File: src/sv/rcsd_pkg.sv
// Package with shared types, constants and state codes of the SUMH frame decoder.
`timescale 1ns / 1ps
`default_nettype none

package rcsd_pkg;

  // Frame layout and decoding constants.
  localparam int unsigned FRAME_LEN     = 21;
  localparam int unsigned LAST_SLOT     = FRAME_LEN - 1;
  localparam int unsigned MARKER_SLOT   = 19;
  localparam int unsigned FIRST_CHAN    = 3;
  localparam logic [7:0]  HEADER_BYTE   = 8'hA8;
  localparam logic [13:0] VALUE_OFFSET  = 14'd375;
  localparam logic [19:0] GAP_RESET     = 20'd5000;
  localparam int unsigned CHANNELS_DEF  = 8;
  localparam int unsigned QUEUE_DEF     = 2;
  localparam logic [13:0] VALUE_MAX     = 14'd9864;

  // One received byte with its arrival timestamp.
  typedef struct packed {
    logic [7:0]  rx_byte;
    logic [31:0] time_us;
  } in_word_t;

  // One decoded result.
  typedef struct packed {
    logic [2:0]  channel_index;
    logic [13:0] channel_value;
    logic        frame_valid;
    logic        last;
  } out_word_t;

  // Command from the front end to the back end: store a byte, and maybe check the frame.
  typedef struct packed {
    logic [4:0] addr;
    logic [7:0] data;
    logic       check;
    logic       ok;
  } cmd_t;

  // Queue status seen by both ends.
  typedef struct packed {
    logic empty;
    logic full;
  } q_status_t;

  // Back-end sequencer states.
  typedef enum logic [1:0] {
    BK_IDLE,
    BK_READ,
    BK_CALC,
    BK_EMIT
  } back_state_t;

endpackage

`default_nettype wire

File: src/sv/rc_sumh_frame_decoder.sv
// Top level of the SUMH receiver frame decoder.
//
// Input channel (in_valid, in_stall, in_word): one received byte with its
// microsecond timestamp per word. A gap above the configured limit restarts
// the frame at slot 0. The byte that fills slot 20 triggers a frame check.
// Output channel (out_valid, out_stall, out_word): a good frame gives one
// word per channel, the last one flagged; a bad frame gives one rejection
// word. Configuration channel (cfg_valid, cfg_ready, cfg_data) writes the gap
// limit; cfg_ready is always high.
// The front end takes one byte per cycle, while the queue is not full, into a
// short command queue. The back end stores each byte as it pops it; after a
// completed good frame it walks the channels through store read, scaling
// multiply and output for each, and pops no further command until the last
// channel word is registered. While the back end is busy the queue fills
// and in_stall rises once it is full.
// Reset (synchronous) clears the position, the previous timestamp, the queue
// and the output valid flag, and sets the gap limit to 5000 us. When the
// receiver stalls, the output word holds and the back end waits.
`timescale 1ns / 1ps
`default_nettype none

module rc_sumh_frame_decoder #(
  parameter int unsigned CHANNELS    = rcsd_pkg::CHANNELS_DEF,
  parameter int unsigned QUEUE_DEPTH = rcsd_pkg::QUEUE_DEF
) (
  input  wire logic                clk,
  input  wire logic                rst,
  input  wire logic                in_valid,
  output logic                     in_stall,
  input  wire rcsd_pkg::in_word_t  in_word,
  output logic                     out_valid,
  input  wire logic                out_stall,
  output rcsd_pkg::out_word_t      out_word,
  input  wire logic                cfg_valid,
  output logic                     cfg_ready,
  input  wire logic [19:0]         cfg_data
);

  rcsd_pkg::q_status_t q_status;
  rcsd_pkg::cmd_t      push_cmd;
  rcsd_pkg::cmd_t      pop_cmd;
  logic                push;
  logic                pop;

  rcsd_front u_front (
    .clk       (clk),
    .rst       (rst),
    .in_valid  (in_valid),
    .in_stall  (in_stall),
    .in_word   (in_word),
    .cfg_valid (cfg_valid),
    .cfg_ready (cfg_ready),
    .cfg_data  (cfg_data),
    .q_status  (q_status),
    .push      (push),
    .push_cmd  (push_cmd)
  );

  rcsd_queue #(
    .DEPTH (QUEUE_DEPTH)
  ) u_queue (
    .clk      (clk),
    .rst      (rst),
    .push     (push),
    .push_cmd (push_cmd),
    .pop      (pop),
    .pop_cmd  (pop_cmd),
    .q_status (q_status)
  );

  rcsd_back #(
    .CHANNELS (CHANNELS)
  ) u_back (
    .clk       (clk),
    .rst       (rst),
    .q_status  (q_status),
    .pop_cmd   (pop_cmd),
    .pop       (pop),
    .out_valid (out_valid),
    .out_stall (out_stall),
    .out_word  (out_word)
  );

endmodule

`default_nettype wire

File: src/sv/rcsd_front.sv
// Front end: gap detection, write position tracking and frame check flags.
`timescale 1ns / 1ps
`default_nettype none

module rcsd_front (
  input  wire logic                clk,
  input  wire logic                rst,
  input  wire logic                in_valid,
  output logic                     in_stall,
  input  wire rcsd_pkg::in_word_t  in_word,
  input  wire logic                cfg_valid,
  output logic                     cfg_ready,
  input  wire logic [19:0]         cfg_data,
  input  wire rcsd_pkg::q_status_t q_status,
  output logic                     push,
  output rcsd_pkg::cmd_t           push_cmd
);

  logic [19:0] gap_limit;
  logic [4:0]  pos;
  logic [31:0] prev_time;
  logic        hdr_ok;
  logic        mark_ok;
  logic [31:0] gap;
  logic [4:0]  slot;
  logic        accept;

  // The byte waits only when the queue towards the back end is full.
  assign in_stall  = q_status.full;
  assign cfg_ready = 1'b1;
  assign accept    = in_valid && !in_stall;

  // Wrapping gap since the previous byte; a long gap restarts the frame.
  assign gap  = in_word.time_us - prev_time;
  assign slot = (gap > {12'd0, gap_limit}) ? 5'd0 : pos;

  // Command for the back end.
  assign push          = accept;
  assign push_cmd.addr = slot;
  assign push_cmd.data = in_word.rx_byte;
  assign push_cmd.check = (slot == 5'(rcsd_pkg::LAST_SLOT));
  assign push_cmd.ok   = hdr_ok && mark_ok;

  // Position, timestamp and check flags.
  always_ff @(posedge clk) begin
    if (rst) begin
      gap_limit <= rcsd_pkg::GAP_RESET;
      pos       <= 5'd0;
      prev_time <= 32'd0;
      hdr_ok    <= 1'b0;
      mark_ok   <= 1'b0;
    end else begin
      if (cfg_valid && cfg_ready) begin
        gap_limit <= cfg_data;
      end
      if (accept) begin
        prev_time <= in_word.time_us;
        if (slot == 5'(rcsd_pkg::LAST_SLOT)) begin
          pos <= slot;
        end else begin
          pos <= slot + 5'd1;
        end
        if (slot == 5'd0) begin
          hdr_ok <= (in_word.rx_byte == rcsd_pkg::HEADER_BYTE);
        end
        if (slot == 5'(rcsd_pkg::MARKER_SLOT)) begin
          mark_ok <= (in_word.rx_byte == 8'd0);
        end
      end
    end
  end

endmodule

`default_nettype wire

File: src/sv/rcsd_queue.sv
// Short command queue between the front end and the back end.
`timescale 1ns / 1ps
`default_nettype none

module rcsd_queue #(
  parameter int unsigned DEPTH = rcsd_pkg::QUEUE_DEF
) (
  input  wire logic                clk,
  input  wire logic                rst,
  input  wire logic                push,
  input  wire rcsd_pkg::cmd_t      push_cmd,
  input  wire logic                pop,
  output rcsd_pkg::cmd_t           pop_cmd,
  output rcsd_pkg::q_status_t      q_status
);

  localparam int unsigned AW = (DEPTH > 1) ? $clog2(DEPTH) : 1;
  localparam int unsigned CW = $clog2(DEPTH + 1);

  rcsd_pkg::cmd_t entry [DEPTH];
  logic [AW-1:0]  wr_ptr;
  logic [AW-1:0]  rd_ptr;
  logic [CW-1:0]  count;
  logic           do_push;
  logic           do_pop;

  assign q_status.empty = (count == CW'(0));
  assign q_status.full  = (count == CW'(DEPTH));
  assign do_push = push && !q_status.full;
  assign do_pop  = pop && !q_status.empty;
  assign pop_cmd = entry[rd_ptr];

  // Pointers and fill count.
  always_ff @(posedge clk) begin
    if (rst) begin
      wr_ptr <= '0;
      rd_ptr <= '0;
      count  <= '0;
    end else begin
      if (do_push) begin
        wr_ptr <= (wr_ptr == AW'(DEPTH - 1)) ? '0 : wr_ptr + AW'(1);
      end
      if (do_pop) begin
        rd_ptr <= (rd_ptr == AW'(DEPTH - 1)) ? '0 : rd_ptr + AW'(1);
      end
      if (do_push && !do_pop) begin
        count <= count + CW'(1);
      end else if (do_pop && !do_push) begin
        count <= count - CW'(1);
      end
    end
  end

  // Entry storage.
  always_ff @(posedge clk) begin
    if (do_push) begin
      entry[wr_ptr] <= push_cmd;
    end
  end

endmodule

`default_nettype wire

File: src/sv/rcsd_back.sv
// Back end: frame store, channel decoding sequencer and output register.
`timescale 1ns / 1ps
`default_nettype none

module rcsd_back #(
  parameter int unsigned CHANNELS = rcsd_pkg::CHANNELS_DEF
) (
  input  wire logic                clk,
  input  wire logic                rst,
  input  wire rcsd_pkg::q_status_t q_status,
  input  wire rcsd_pkg::cmd_t      pop_cmd,
  output logic                     pop,
  output logic                     out_valid,
  input  wire logic                out_stall,
  output rcsd_pkg::out_word_t      out_word
);

  logic [7:0]            store [rcsd_pkg::FRAME_LEN];
  rcsd_pkg::back_state_t state;
  rcsd_pkg::back_state_t state_next;
  logic [2:0]            chan;
  logic [7:0]            rd_hi;
  logic [7:0]            rd_lo;
  logic [13:0]           scaled;
  logic [18:0]           product;
  logic [4:0]            addr_hi;
  logic [4:0]            addr_lo;
  logic                  out_free;
  logic                  emit_rej;
  logic                  emit_chan;
  logic                  last_chan;

  // The output register can take a new word when empty or being drained.
  assign out_free  = !out_valid || !out_stall;
  assign last_chan = (chan == 3'(CHANNELS - 1));
  assign addr_hi   = 5'(rcsd_pkg::FIRST_CHAN) + {1'b0, chan, 1'b0};
  assign addr_lo   = addr_hi + 5'd1;
  assign product   = {3'd0, rd_hi, rd_lo} * 19'd5;

  // Sequencer: store each byte; on a check, walk the channels or emit a rejection.
  always_comb begin
    state_next = state;
    pop        = 1'b0;
    emit_rej   = 1'b0;
    emit_chan  = 1'b0;
    case (state)
      rcsd_pkg::BK_IDLE: begin
        if (!q_status.empty && out_free) begin
          pop = 1'b1;
          if (pop_cmd.check) begin
            if (pop_cmd.ok) begin
              state_next = rcsd_pkg::BK_READ;
            end else begin
              emit_rej = 1'b1;
            end
          end
        end
      end
      rcsd_pkg::BK_READ: begin
        state_next = rcsd_pkg::BK_CALC;
      end
      rcsd_pkg::BK_CALC: begin
        state_next = rcsd_pkg::BK_EMIT;
      end
      rcsd_pkg::BK_EMIT: begin
        if (out_free) begin
          emit_chan  = 1'b1;
          state_next = last_chan ? rcsd_pkg::BK_IDLE : rcsd_pkg::BK_READ;
        end
      end
      default: begin
        state_next = rcsd_pkg::BK_IDLE;
      end
    endcase
  end

  // Control registers.
  always_ff @(posedge clk) begin
    if (rst) begin
      state     <= rcsd_pkg::BK_IDLE;
      out_valid <= 1'b0;
      chan      <= 3'd0;
    end else begin
      state <= state_next;
      if (out_valid && !out_stall) begin
        out_valid <= 1'b0;
      end
      if (emit_rej || emit_chan) begin
        out_valid <= 1'b1;
      end
      if (pop) begin
        chan <= 3'd0;
      end else if (emit_chan) begin
        chan <= chan + 3'd1;
      end
    end
  end

  // Frame store, read data, scaling and the output word.
  always_ff @(posedge clk) begin
    if (pop) begin
      store[pop_cmd.addr] <= pop_cmd.data;
    end
    if (state == rcsd_pkg::BK_READ) begin
      rd_hi <= store[addr_hi];
      rd_lo <= store[addr_lo];
    end
    if (state == rcsd_pkg::BK_CALC) begin
      scaled <= product[18:5];
    end
    if (emit_rej) begin
      out_word.channel_index <= 3'd0;
      out_word.channel_value <= 14'd0;
      out_word.frame_valid   <= 1'b0;
      out_word.last          <= 1'b1;
    end else if (emit_chan) begin
      out_word.channel_index <= chan;
      out_word.channel_value <= (scaled > rcsd_pkg::VALUE_OFFSET) ?
                                (scaled - rcsd_pkg::VALUE_OFFSET) : 14'd0;
      out_word.frame_valid   <= 1'b1;
      out_word.last          <= last_chan;
    end
  end

endmodule

`default_nettype wire

File: config.mk
export PLATFORM = sky130hd
export DESIGN_NAME = rc_sumh_frame_decoder
export DESIGN_NICKNAME = d
export VERILOG_FILES = /design/src/sv/rcsd_pkg.sv /design/src/sv/rc_sumh_frame_decoder.sv /design/src/sv/rcsd_front.sv /design/src/sv/rcsd_queue.sv /design/src/sv/rcsd_back.sv
export SDC_FILE = /design/constraint.sdc
export NUM_CORES = 1
export LEC_CHECK = 0
export BUFFER_PORTS_ARGS = -buffer_cell sky130_fd_sc_hd__buf_2
export CAP_MARGIN = 20
export CELL_PAD_IN_SITES_DETAIL_PLACEMENT = 0
export CELL_PAD_IN_SITES_GLOBAL_PLACEMENT = 2
export CORE_MARGIN = 1
export CORE_UTILIZATION = 40
export CTS_BUF_LIST = sky130_fd_sc_hd__clkbuf_16
export DETAILED_ROUTE_END_ITERATION = 16
export HOLD_SLACK_MARGIN = 0.1
export PLACE_DENSITY_LB_ADDON = 0.1
export SETUP_SLACK_MARGIN = 0.5
export SLEW_MARGIN = 20
export SYNTH_ARGS = -nofsm -noshare
export SYNTH_HDL_FRONTEND = slang
export SYNTH_SLANG_ARGS = --single-unit
File: constraint.sdc
create_clock -name clk -period 10.6 [get_ports clk]
set_input_delay 2.12 -clock clk [delete_from_list [all_inputs] [get_ports clk]]
set_output_delay 2.12 -clock clk [all_outputs]
set_load 0.05 [all_outputs]
==> results.py <==
metrics = {
    "synth": {
        "synth_top_area_cell": "edfxtp_1",
        "yosysSeqAreaShare_pct": 55.2,
        "synth_edf_count": 220,
        "synth_area_leaders": "edfxtp_1 (43%), dfxtp_1 (12%), ha_1 (7.2%)",
        "synth-seq-cells": 309,
        "synth_adder_area_share_pct": 7.38,
        "synth_top_area_share_pct": 43.5,
        "synth-compound-area-share_pct": 10.2,
        "synth_xor_area_share_pct": 2.65,
        "synth_top_family_by_area": "simple AND/OR/NAND/NOR gates",
        "postSynthAreaPerCell_sq_um": 11.4,
        "async_flop_share_pct": 0,
        "syn_nets": 1485,
        "ys.flop_type": "edfxtp_1",
        "synthMuxAreaShare_pct": 9.03,
        "syn_area_sq_um": 15200,
        "synth-simple-area-share_pct": 12.1,
        "yosysWarningCount": 0,
        "synth_cells": 1331,
        "ys_types": 71,
    },
    "setup_path": {
        "crit_end": "u_front.pos[2]",
        "crit_family": "simple AND/OR/NAND/NOR gates",
        "cp_max_fo": 13,
        "reg2reg_slack_ps": 4860,
        "path_depth": 22,
        "crit_slowest_cell": "nor4_4",
        "worstPathCellList": "buf_2 > ha_1 > nand4_1 > or3_1 > o21ai_0 > a31oi_1 > o21ai_0 > xor2_1 > ha_1 > a21oi_1 > o21ai_0 > nor4b_1 > nor2_1 > a211oi_1 > nand4_1 > nor4_4 > nand2_1 > inv_1 > ha_1 > inv_1 > mux2_2 > a211oi_1",
        "r2r-end": "u_front.pos[2]",
        "reg2reg_depth": 22,
        "crit_path_end_kind": "flip-flop",
        "path_class": "in -> reg",
        "cpPeakStageDelay_ps": 670,
        "crit_buf_inv": 3,
        "required_ps": 11050,
        "crit_path_start_kind": "primary input",
        "cp.arrival_ps": 7520,
        "reg2reg_from": "u_front.prev_time[14]",
        "crit_start": "in_word[14]",
    },
    "global_route": {
        "use_met1_pct": 26.6,
        "antenna_found_initial": 0,
        "grt_max_degree": 46,
        "grtUsageMet3_pct": 3.73,
        "use_met2_pct": 28.3,
        "grt_pass1_wl_microns": 54900,
        "gr-total-overflow": 0,
        "top_usage_layer": "met2",
        "grt_pass1_vias": 9687,
        "track_usage_pct": 18.4,
    },
    "placed_design": {
        "place_congestion": 0.833,
        "port_buffers": 85,
        "dp_hpwl_microns": 24400,
    },
    "finish": {
        "drive_gt1_share_pct": 13.8,
        "seqCellArea_sq_um": 8390,
        "diodes": 0,
        "nets": 1560,
        "multiInputGateArea_sq_um": 6310,
        "fin_util_pct": 45.9,
        "syn_to_final_growth_pct": 13.2,
        "nFillCells": 3542,
    },
    "clocking": {
        "cts_resized": 0,
        "path_clk_slew_ps": 50,
        "cts_setup_buffers": 0,
        "cts_tree": "yes",
        "cts-hold-fix-buffers": 0,
        "h-tree-depth": 2,
        "clock_path_buffers": 3,
        "cts.sinks": 309,
        "numCtsBuffers": 36,
        "clk_latency_ps": 540,
        "cts-root-buf": "clkbuf_16",
    },
    "sta": {
        "final.min_clock_period_ps": 7070,
        "max_slew_margin_pct": 42.0,
        "rsz0062_at_grt": "false",
        "tightest_slew_ps": 865,
        "clock.fmax_ghz": 0.141,
        "setup_violations": 0,
        "fin_crit_sh_pct": 66.7,
        "fin_skew_ps": 26.6,
        "fin_setup_tns_ps": 0,
        "hold_violations": 0,
        "slew_violations": 0,
    },
    "power_and_ir_drop": {
        "p_leak_uw": 0.00644,
        "worst_ir_drop_vdd_mv": 0.150,
        "power_per_cell_area_nw_per_um2": 209,
    },
    "floorplan": {
        "die_w_microns": 197,
        "die_h_microns": 197,
        "start_util_pct": 40.5,
        "ios": 87,
        "num_rows": 71,
        "die_area_sq_um": 38800,
        "core_sq_um": 37500,
    },
    "drt": {
        "first_pass_iters": 5,
        "via_count": 10010,
        "routed_wl_microns": 34900,
        "wl_per_cell_microns": 17.9,
        "drc": 0,
        "drtIter0Drc": 554,
        "vias_per_cell": 5.15,
        "ant_nets": 0,
    },
    "run_status": {
        "status": "finished clean",
    },
    "hold_path": {
        "hold_path.class": "reg -> reg",
    },
    "flow_run": {
        "drv_cap": 0,
    },
}
-- cell families (layout without fill, tap and decap cells) --
kind of cell | after synthesis | in the layout
AO/OA/AOI/OAI | 253 | 253
multiplexers | 96 | 96
AND/OR/NAND/NOR | 406 | 406
buffers and inverters | 131 | 232
flip-flops | 309 | 309
adder cells (fa/ha/maj) | 89 | 89
other | 1 | 1
XOR/XNOR | 46 | 46
-- cells in the final DEF, fill, tap and decap left out, drive strengths merged, types with 3 or more instances in the layout --
master,n
edfxtp,220
nand2,166
nor2,118
a21oi,115
buf,96
dfxtp,89
ha,88
inv,84
mux2i,55
o21ai,47
clkbuf,37
mux4,32
xnor2,25
nor3,25
xor2,21
nand4,19
nand3,15
clkinv,13
and2,12
a21o,12
o211ai,12
o21a,11
a211oi,10
mux2,9
a31oi,8
and3,8
nor4,7
or3,7
a22oi,6
nand2b,5
nor2b,5
o21bai,5
nand3b,3
or4b,3
a2111oi,3
nor3b,3
o22ai,3
o32ai,3
-- worst min path at each step --
stage / start / cells past startpoint / endpoint
6_report: u_front.prev_time[26] / 2 / u_front.prev_time[26]
5_1_grt: u_front.prev_time[22] / 2 / u_front.prev_time[22]
4_1_cts: u_front.prev_time[26] / 2 / u_front.prev_time[26]
3_5_place_dp: u_front.hdr_ok / 2 / u_front.hdr_ok
3_3_place_gp: u_front.hdr_ok / 2 / u_front.hdr_ok
2_1_floorplan: u_front.hdr_ok / 2 / u_front.hdr_ok
-- Yosys cell counts, drive strengths merged (3+ instances only) --
cell / n
buf: 12
nand2: 166
or4b: 3
nand4: 19
nor2b: 5
nand3b: 3
inv: 70
nand2b: 5
nor3: 25
a31oi: 8
ha: 88
o21bai: 5
or3: 7
xor2: 21
o22ai: 3
nor2: 118
mux2i: 55
dfxtp: 89
xnor2: 25
mux2: 9
o21ai: 47
clkbuf: 47
and3: 8
nand3: 15
nor3b: 3
a22oi: 6
a2111oi: 3
a21o: 12
o32ai: 3
a211oi: 10
nor4: 7
and2: 12
edfxtp: 220
mux4: 32
o21a: 11
a21oi: 115
o211ai: 12
-- per-stage QoR --
step	instances	cell area, sq um	hold slack (ps)	total power [uW]	setup slack [ps]
2_1_floorplan	1331	15200	430	2230	4120
3_3_place_gp	1879	16100	440	2490	3200
3_5_place_dp	1879	16100	446	2500	2980
4_1_cts	1943	17200	455	3650	3560
5_1_grt	1943	17200	468	3810	2820
6_report	1943	17200	449	3600	3530
-- worst reg2reg max path: cells and delay by family (launching register included) --
| family | cells | cell delay, ps |
|---|---|---|
| buffers and inverters | 3 | 230 |
| xor gates and xnor gates | 1 | 190 |
| adders and majority gates | 3 | 950 |
| DFF | 1 | 320 |
| AOI/OAI and AO/OA | 7 | 1590 |
| muxes | 1 | 260 |
| and+or+nand+nor | 7 | 2110 |
-- routing by layer --
layer / share of wire, % / vias to the layer above
met3: 3.9 / 40
li1: - / 5005
met4: 1.5 / 0
met2: 45 / 152
met5: 0 / -
met1: 50 / 4813
-- power breakdown --
group | internal, uW | total [uW] | switching (uW)
clock network | 654 | 1130 | 477
registers | 1500 | 1550 | 51.4
logic | 306 | 922 | 616
-- state kept, by name (all words and copies together), names as in the netlist, named ones only --
signal	count
u_queue.entry	30
u_back.out_valid	1
u_front.gap_limit	20
u_back.rd_lo	8
u_back.chan	3
u_back.state	2
u_queue.wr_ptr	1
u_back.rd_hi	8
u_back.scaled	14
u_front.pos	5
u_back.store	160
u_front.prev_time	32
u_back.out_word	19
u_front.hdr_ok	1
u_queue.rd_ptr	1
u_queue.count	2
u_front.mark_ok	1
-- layout make-up --
type,instances,area share [%]
clock buffers,37,5.39
clock inverters,27,0.859
inverters,72,1.57
multi-input cells,891,36.7
flip-flops and latches,309,48.8
well taps,511,3.72
repair buffers,96,2.96
No activity file was read; power rests on OpenSTA's default activity.
